**config.mk**
```make
export PLATFORM = sky130hd
export DESIGN_NAME = line_directive_recognizer_top
export DESIGN_NICKNAME = d
export VERILOG_FILES = /design/src/design/ldr_pkg.sv /design/src/design/line_directive_recognizer_top.sv /design/src/design/ldr_parse.sv
export SDC_FILE = /design/constraint.sdc
export NUM_CORES = 1
export LEC_CHECK = 0
export BUFFER_PORTS_ARGS = -buffer_cell sky130_fd_sc_hd__buf_2
export CORE_UTILIZATION = 30
export DETAILED_ROUTE_END_ITERATION = 16
export GPL_ROUTABILITY_DRIVEN = 0
export PLACE_DENSITY = 0.47
export SYNTH_ARGS = -nofsm -noshare
export SYNTH_HDL_FRONTEND = slang
export SYNTH_SLANG_ARGS = --single-unit
```
**constraint.sdc**
```tcl
create_clock -name clk -period 13.05 [get_ports clk]
set_input_delay 1.305 -clock clk [delete_from_list [all_inputs] [get_ports clk]]
set_output_delay 1.305 -clock clk [all_outputs]
set_load 0.005 [all_outputs]
```
**src/design/ldr_pkg.sv**
```systemverilog
// ldr_pkg: shared types and character codes for the line directive recognizer
// used by ldr_parse and line_directive_recognizer_top; no dependencies
package ldr_pkg;

  localparam int LineNumW = 31;
  localparam int OutPosW  = 32;

  localparam logic [7:0] CHR_NL    = 8'h0A;
  localparam logic [7:0] CHR_TAB   = 8'h09;
  localparam logic [7:0] CHR_SPACE = 8'h20;
  localparam logic [7:0] CHR_HASH  = 8'h23;
  localparam logic [7:0] CHR_QUOTE = 8'h22;
  localparam logic [7:0] CHR_ZERO  = 8'h30;
  localparam logic [7:0] CHR_NINE  = 8'h39;

  localparam logic [2:0] KW_LEN = 3'd4;

  // one result item, output fields at their fixed widths
  typedef struct packed {
    logic                 directive_found;
    logic [LineNumW-1:0]  line_number;
    logic [OutPosW-1:0]   name_open_pos;
    logic [OutPosW-1:0]   name_close_pos;
    logic [OutPosW-1:0]   newline_pos;
  } ldr_result_t;

  // characters of the keyword "line"
  function automatic logic [7:0] kw_char(input logic [1:0] idx);
    logic [7:0] ch;
    unique case (idx)
      2'd0:    ch = 8'h6C;
      2'd1:    ch = 8'h69;
      2'd2:    ch = 8'h6E;
      default: ch = 8'h65;
    endcase
    return ch;
  endfunction

endpackage

```
**src/design/line_directive_recognizer_top.sv**
```systemverilog
// line_directive_recognizer_top: byte stream in, one result per newline out
// uses ldr_parse for the per-byte state machine and ldr_pkg for types
//
// channel | dir | tdata                         | tuser            | tlast
// in_*    | in  | [7:0] text_byte               | -                | final_byte
// out_*   | out | line_number, open, close, nl  | directive_found  | -
//
// one byte per cycle; the result of a newline byte is registered in the
// output register, or in the skid entry while the output is held. an output
// register plus one skid entry let input keep flowing while a result waits;
// in_tready drops only when both are full. rst_n (sync, active low) clears
// parse state and the byte counter; the final byte of a text clears them as well.
module line_directive_recognizer_top #(
  parameter int POSITION_BITS = 32,
  parameter int NUMBER_BITS   = 31
) (
  input  logic         clk,
  input  logic         rst_n,
  input  logic         in_tvalid,
  output logic         in_tready,
  input  logic [7:0]   in_tdata,   // [7:0] text_byte
  input  logic         in_tlast,   // final_byte
  output logic         out_tvalid,
  input  logic         out_tready,
  // [30:0] line_number, [62:31] name_open_pos, [94:63] name_close_pos,
  // [126:95] newline_pos, [127] zero
  output logic [127:0] out_tdata,
  output logic         out_tuser   // directive_found
);
  import ldr_pkg::*;

  logic        in_fire, pop, res_valid;
  ldr_result_t res;
  ldr_result_t out_r, skid_r;
  logic        out_vld_r, skid_vld_r;

  assign in_tready = !skid_vld_r;
  assign in_fire   = in_tvalid && in_tready;
  assign pop       = out_vld_r && out_tready;

  ldr_parse #(
    .POSITION_BITS(POSITION_BITS),
    .NUMBER_BITS  (NUMBER_BITS)
  ) u_parse (
    .clk       (clk),
    .rst_n     (rst_n),
    .byte_fire (in_fire),
    .text_byte (in_tdata),
    .final_byte(in_tlast),
    .res_valid (res_valid),
    .res       (res)
  );

  always_ff @(posedge clk) begin
    if (!rst_n) begin
      out_vld_r  <= 1'b0;
      skid_vld_r <= 1'b0;
    end else if (skid_vld_r) begin
      if (pop) begin
        out_vld_r  <= 1'b1;
        skid_vld_r <= 1'b0;
      end
    end else if (!out_vld_r || pop) begin
      out_vld_r <= res_valid;
    end else if (res_valid) begin
      skid_vld_r <= 1'b1;
    end
  end

  always_ff @(posedge clk) begin
    if (skid_vld_r) begin
      if (pop) begin
        out_r <= skid_r;
      end
    end else if (!out_vld_r || pop) begin
      if (res_valid) begin
        out_r <= res;
      end
    end else if (res_valid) begin
      skid_r <= res;
    end
  end

  assign out_tvalid = out_vld_r;
  assign out_tuser  = out_r.directive_found;
  assign out_tdata  = {1'b0, out_r.newline_pos, out_r.name_close_pos,
                       out_r.name_open_pos, out_r.line_number};

endmodule

```
**src/design/ldr_parse.sv**
```systemverilog
// ldr_parse: per-byte line marker state machine, one byte per transfer
// produces a result at each newline; depends on ldr_pkg
module ldr_parse #(
  parameter int POSITION_BITS = 32,
  parameter int NUMBER_BITS   = 31
) (
  input  logic                 clk,
  input  logic                 rst_n,
  input  logic                 byte_fire,
  input  logic [7:0]           text_byte,
  input  logic                 final_byte,
  output logic                 res_valid,
  output ldr_pkg::ldr_result_t res
);
  import ldr_pkg::*;

  localparam logic [2:0] PH_START   = 3'd0;
  localparam logic [2:0] PH_KEYWORD = 3'd1;
  localparam logic [2:0] PH_GAP     = 3'd2;
  localparam logic [2:0] PH_DIGITS  = 3'd3;
  localparam logic [2:0] PH_PAD     = 3'd4;
  localparam logic [2:0] PH_NAME    = 3'd5;
  localparam logic [2:0] PH_SKIP    = 3'd6;

  localparam logic [NUMBER_BITS-1:0] NumMax = '1;

  logic [2:0]               phase_r, phase_nxt;
  logic [POSITION_BITS-1:0] pos_r;
  logic [2:0]               kw_idx_r, kw_idx_nxt;
  logic [NUMBER_BITS-1:0]   accum_r, accum_nxt;
  logic [POSITION_BITS-1:0] open_pos_r, open_pos_nxt;
  logic [POSITION_BITS-1:0] last_pos_r, last_pos_nxt;
  logic                     qafter_r, qafter_nxt;

  logic                     is_blank, is_digit, is_quote, is_nl;
  logic [3:0]               digit;
  logic [NUMBER_BITS+3:0]   accum_x10;
  logic                     found;

  logic [NUMBER_BITS+LineNumW-1:0]  num_ext;
  logic [POSITION_BITS+OutPosW-1:0] open_ext, last_ext, nl_ext;

  assign is_blank = (text_byte == CHR_SPACE) || (text_byte == CHR_TAB);
  assign is_digit = (text_byte >= CHR_ZERO) && (text_byte <= CHR_NINE);
  assign is_quote = (text_byte == CHR_QUOTE);
  assign is_nl    = (text_byte == CHR_NL);
  assign digit    = text_byte[3:0];

  // accum * 10 + digit, saturating when it passes the all-ones maximum
  assign accum_x10 = ({4'b0, accum_r} << 3) + ({4'b0, accum_r} << 1)
                   + {{NUMBER_BITS{1'b0}}, digit};

  always_comb begin
    phase_nxt    = phase_r;
    kw_idx_nxt   = kw_idx_r;
    accum_nxt    = accum_r;
    open_pos_nxt = open_pos_r;
    last_pos_nxt = last_pos_r;
    qafter_nxt   = qafter_r;
    if (is_nl) begin
      phase_nxt  = PH_START;
      kw_idx_nxt = '0;
      qafter_nxt = 1'b0;
    end else begin
      unique case (phase_r)
        PH_START: begin
          if (text_byte == CHR_HASH) begin
            phase_nxt  = PH_KEYWORD;
            kw_idx_nxt = '0;
          end else begin
            phase_nxt = PH_SKIP;
          end
        end
        PH_KEYWORD: begin
          if (is_blank) begin
            phase_nxt = (kw_idx_r == '0 || kw_idx_r == KW_LEN) ? PH_GAP : PH_SKIP;
          end else if (kw_idx_r < KW_LEN && text_byte == kw_char(kw_idx_r[1:0])) begin
            kw_idx_nxt = kw_idx_r + 3'd1;
          end else begin
            phase_nxt = PH_SKIP;
          end
        end
        PH_GAP: begin
          if (is_digit) begin
            accum_nxt = {{(NUMBER_BITS-4){1'b0}}, digit};
            phase_nxt = PH_DIGITS;
          end else if (!is_blank) begin
            phase_nxt = PH_SKIP;
          end
        end
        PH_DIGITS: begin
          if (is_digit) begin
            accum_nxt = (accum_x10 > {4'b0, NumMax}) ? NumMax
                                                     : accum_x10[NUMBER_BITS-1:0];
          end else if (is_blank) begin
            phase_nxt = PH_PAD;
          end else if (is_quote) begin
            open_pos_nxt = pos_r;
            qafter_nxt   = 1'b0;
            phase_nxt    = PH_NAME;
          end else begin
            phase_nxt = PH_SKIP;
          end
        end
        PH_PAD: begin
          if (is_quote) begin
            open_pos_nxt = pos_r;
            qafter_nxt   = 1'b0;
            phase_nxt    = PH_NAME;
          end else if (!is_blank) begin
            phase_nxt = PH_SKIP;
          end
        end
        PH_NAME: begin
          if (is_quote) begin
            last_pos_nxt = pos_r;
            qafter_nxt   = 1'b1;
          end
        end
        default: begin
          phase_nxt = phase_r;
        end
      endcase
    end
  end

  // control state clears on reset and after the final byte of a text
  always_ff @(posedge clk) begin
    if (!rst_n) begin
      phase_r  <= PH_START;
      pos_r    <= '0;
      kw_idx_r <= '0;
      qafter_r <= 1'b0;
    end else if (byte_fire) begin
      if (final_byte) begin
        phase_r  <= PH_START;
        pos_r    <= '0;
        kw_idx_r <= '0;
        qafter_r <= 1'b0;
      end else begin
        phase_r  <= phase_nxt;
        pos_r    <= pos_r + 1'b1;
        kw_idx_r <= kw_idx_nxt;
        qafter_r <= qafter_nxt;
      end
    end
  end

  // payload: only read after the phase walk has written it
  always_ff @(posedge clk) begin
    if (byte_fire) begin
      accum_r    <= accum_nxt;
      open_pos_r <= open_pos_nxt;
      last_pos_r <= last_pos_nxt;
    end
  end

  assign found    = (phase_r == PH_NAME) && qafter_r;
  assign num_ext  = {{LineNumW{1'b0}}, accum_r};
  assign open_ext = {{OutPosW{1'b0}}, open_pos_r};
  assign last_ext = {{OutPosW{1'b0}}, last_pos_r};
  assign nl_ext   = {{OutPosW{1'b0}}, pos_r};

  assign res_valid           = byte_fire && is_nl;
  assign res.directive_found = found;
  assign res.line_number     = found ? num_ext[LineNumW-1:0] : '0;
  assign res.name_open_pos   = found ? open_ext[OutPosW-1:0] : '0;
  assign res.name_close_pos  = found ? last_ext[OutPosW-1:0] : '0;
  assign res.newline_pos     = nl_ext[OutPosW-1:0];

endmodule
```
==> impl_summary.md <==
Synthesis
The register bit total from synthesis is around 390. In the synthesized netlist the dominant register cell turns out to be sky130_fd_sc_hd__edfxtp_1. The gate count after technology mapping is 1181. The summed instance area of the synthesized netlist is 0.0171 mm². Synthesis produced a netlist with a net count of 1262. The sequential cell area fraction in the yosys report is 66.4%. Summed over all instances, the cell type with the most area after synthesis is sky130_fd_sc_hd__edfxtp_1. After synthesis, the cell types taking the most area are sky130_fd_sc_hd__edfxtp_1 62%, sky130_fd_sc_hd__mux2_2 8.3%, sky130_fd_sc_hd__ha_1 4.8%. The synthesized design devotes to its leading area cell type 61.6% of total area. The Yosys step of the flow raised 0 warnings. The most common cell in the synthesized netlist is sky130_fd_sc_hd__edfxtp_1. For this run, asynchronously set or reset flops after synthesis account for 0%. The mean area per synthesized cell is roughly 14 µm².

Yosys mapped a number of flops with a built-in enable equal to 351. After synthesis, the most frequently instantiated cells are 351 x sky130_fd_sc_hd__edfxtp_1, 126 x sky130_fd_sc_hd__mux2_2, 97 x sky130_fd_sc_hd__and2_1. The count of different cell masters after synthesis is 64.

Setup path
The worst path required time is ~13000 ps. In this run the worst path has a maximum fanout of 29. The cell at the slowest stage of the critical path is sky130_fd_sc_hd__fa_1. STA puts the critical path data arrival time at 4990 ps.

The worst setup path is launched from an input port. Traced cell by cell, the critical path runs through buf_2 -> inv_1 -> fa_1 -> inv_1 -> ha_1 -> a211oi_1 -> o211ai_2 -> a41oi_2 -> or4_1 -> o211a_2 -> o41ai_2 -> mux2i_1 -> and3_4 -> a31oi_1. For this run, the slowest stage of the critical path takes 600 ps. The worst setup path is captured at a flip-flop. The critical setup path kind is input port to flip-flop. By instance count, the cell type seen most on the critical path is sky130_fd_sc_hd__inv_1.

Power and ir drop
Net switching is 20.8% of the power. The total internal power is 0.00204 W. The sequential cell fraction of total power is between 50% and 60%. The worst-case IR drop observed on VDD is 88.0 µV. The net switching power is ~0.00054 W. The power per standard cell area is around 130 mW/mm². Of the total power, combinational logic draws under 10%. The share of total power dissipated in the clock network is 46.3%. The leakage power summed over all cells is 7.75 nW. The post-route total power is 0.00258 W.

Clocking
The number of H-tree branching levels is 2. The number of hold buffers added after CTS was 0. Clock latency on the worst-skew pair, taken at its later pin, is roughly 580 ps. The root buffer cell chosen for the clock tree is sky130_fd_sc_hd__clkbuf_16. The clock net sink count is 392.

TritonCTS built the clock tree. The post-CTS clock slew at the launch and capture registers of the worst setup and hold paths is 60 ps. The clock passes through at most 3 buffers. The number of setup buffers added after CTS is 0.

The post-cts sizing count is 0. The number of CTS-inserted buffers is 45.

Layout
The final standard cell area without fillers is 0.0201 mm². The final layout contains 1419 nets. From synthesis to final layout, the design area changed by 17.5%. The layout cell share with drive strength beyond 1 is 26.4%.

Counting the fill cells in the layout gives 5578.

Detailed routing
The detailed-route via count is 9727. The per-cell routed wire length is 17.4 µm. The final wirelength is 37000 µm. The length of the first detailed-routing pass in iterations is 5. For this run, design rule violations remaining after detail routing come to 0. Once detail routing completed, the nets flagged for antenna violations numbered 0.

The number of DRC violations after detailed-routing iteration 0 is 464. Using the TritonRoute via totals, the vias-per-cell ratio works out to around 4.6.

Placed design
In this run the tool buffered the top-level ports with about 140 buffer cells. The placed wire-length estimate after detailed placement is 23500 µm. Once placement finished, the instance area stood at around 0.019 mm².

STA
The clock arrives with approximately 22 ps of skew. In the finished design, the share of the clock period the worst path needs comes to 36.0%. The max-slew violation count is 0. After routing, the total negative slack on setup checks comes to 0 ps. The relative max-transition margin is 35.2%. The worst path needs 4700 ps of the cycle, external delays included. The actual slew at the worst max-slew pin is 972 ps.

The maximum frequency from static timing analysis is 0.213 GHz. Setup violations remaining at the end of the flow were counted as 0. Setup repair after global routing left no endpoint under its margin.

The number of hold-slack violations in the final timing report is 0.

Hold path
The tightest min-delay check is of the flip-flop to flip-flop type.

Global route
The number of antenna violations at the first check in global routing is 1. The overall routing resource usage is 12.9%. The maximum number of pins on one net before global-route repair is 112. Global routing finished with a remaining overflow of 0. The first-pass GRT wire length is 57600 µm. The via count of the first global-routing pass is 9908.

Floorplan
Row generation in the floorplan step produced between 80 and 90 rows. The die is 241 µm wide. The I/O pin count is around 140.

The floorplan step defined a die boundary enclosing 0.0580 mm². The initial core utilization is between 30% and 40%. The overall die height is about 240 µm.

The placeable core region is 0.0564 mm².

Run status
The flow ran to the end, and the final reports show no timing, DRC or antenna violations.

Run
The number of max-cap violations is 0.
[flip-flops by register name, summed over array words and instances (netlist names)]
name and flops:
out_tdata 127, out_tuser 1, out_tvalid 1, skid_r 128, skid_vld_r 1, u_parse.accum_r 31, u_parse.kw_idx_r 3, u_parse.last_pos_r 32
u_parse.open_pos_r 32, u_parse.phase_r 3, u_parse.pos_r 32, u_parse.qafter_r 1
[area by class of cell]
| cell class | instances | area, µm² | area share [%] |
|---|---|---|---|
| antenna | 1 | 2.50 | 0.0124 |
| clock buffer | 63 | 1220 | 6.09 |
| clock inverter | 21 | 170 | 0.846 |
| inverter | 27 | 104 | 0.516 |
| multi-input combinational | 720 | 5510 | 27.4 |
| sequential | 392 | 11400 | 56.5 |
| tap | 756 | 946 | 4.70 |
| timing repair buffer | 152 | 798 | 3.97 |
[path summary, 6_finish.rpt]
kind | slack (ps) | to | cells past startpoint | startpoint
setup / recovery | 8350 | u_parse.accum_r[3] | 14 | in_tdata[3]
hold / removal | 470 | u_parse.kw_idx_r[2] | 2 | u_parse.kw_idx_r[2]
setup reg to reg | 8850 | u_parse.accum_r[3] | 13 | u_parse.accum_r[0]
hold reg to reg | 470 | u_parse.kw_idx_r[2] | 2 | u_parse.kw_idx_r[2]
[critical path: cells and delay by family]
kind	cells	cell delay, ps
adders and majority gates	2	890
muxes	1	260
AOI/OAI and AO/OA	6	1210
and+or+nand+nor	2	1050
buffers and inverters	3	260
[cells by family (layout without fill, tap and decap cells)]
logic type,after synthesis,after routing,synth area share (%)
other,1,2,0.0219
xor gates and xnor gates,59,59,3.02
AOI/OAI and AO/OA,148,148,5.72
DFF,392,392,66.4
adders and majority gates,68,68,5.06
and+or+nand+nor,316,316,9.74
buffers and inverters,69,263,1.68
muxes,128,128,8.41
[metrics by stage]
| stage | std cells | hold WS (ps) | setup WS (ps) | util (%) |
|---|---|---|---|---|
| CTS | 2131 | 478 | 8370 | 35.7 |
| detailed placement | 2047 | 463 | 7760 | 33.2 |
| global placement | 2047 | 478 | 7790 | 33.2 |
| global route | 2131 | 506 | 8130 | 35.7 |
| finish | 2132 | 472 | 8350 | 35.7 |
| floorplan | 1181 | 438 | 3780 | - |
[power groups by stage]
stage	clock network [W]	logic (W)	registers, W
after floorplan	0	0.0000250	0.00138
after global placement	0	0.0000346	0.00138
after detailed placement	0	0.0000346	0.00138
after CTS	0.00124	0.0000348	0.00135
after global routing	0.00128	0.0000394	0.00135
final	0.00120	0.0000346	0.00135
[per-layer routing]
layer,routed length (µm),vias up,track usage [%],share of wire [%]
li1,-,4714,-,-
met1,17800,4773,17.8,48
met2,16900,190,20.5,46
met3,1600,50,2.56,4.3
met4,714,0,4.03,1.9
met5,0,-,0,0
[cells in the final DEF, fill, tap and decap left out, types with 4 or more instances in the layout]
cell / n
sky130_fd_sc_hd__nor2_1: 62
sky130_fd_sc_hd__xnor2_1: 28
sky130_fd_sc_hd__ha_1: 66
sky130_fd_sc_hd__a21oi_1: 60
sky130_fd_sc_hd__and3_1: 9
sky130_fd_sc_hd__nand2b_1: 9
sky130_fd_sc_hd__a31oi_1: 6
sky130_fd_sc_hd__xor2_1: 31
sky130_fd_sc_hd__nor3_1: 10
sky130_fd_sc_hd__clkinv_1: 10
sky130_fd_sc_hd__nand4_1: 6
sky130_fd_sc_hd__a21oi_4: 5
sky130_fd_sc_hd__buf_2: 142
sky130_fd_sc_hd__clkbuf_16: 46
sky130_fd_sc_hd__clkbuf_1: 16
sky130_fd_sc_hd__and2_1: 96
sky130_fd_sc_hd__nand3_1: 20
sky130_fd_sc_hd__nor2b_1: 13
sky130_fd_sc_hd__nand2_1: 60
sky130_fd_sc_hd__o21ai_0: 23
sky130_fd_sc_hd__nand3b_1: 4
sky130_fd_sc_hd__o21bai_1: 6
sky130_fd_sc_hd__and4_1: 4
sky130_fd_sc_hd__clkinv_2: 4
sky130_fd_sc_hd__mux2_2: 126
sky130_fd_sc_hd__nor4_1: 6
sky130_fd_sc_hd__edfxtp_1: 351
sky130_fd_sc_hd__buf_4: 9
sky130_fd_sc_hd__a21oi_2: 7
sky130_fd_sc_hd__dfxtp_1: 40
sky130_fd_sc_hd__inv_1: 26
sky130_fd_sc_hd__o211ai_1: 4
sky130_fd_sc_hd__a21o_1: 7
No activity file was read; power rests on OpenSTA's default activity.
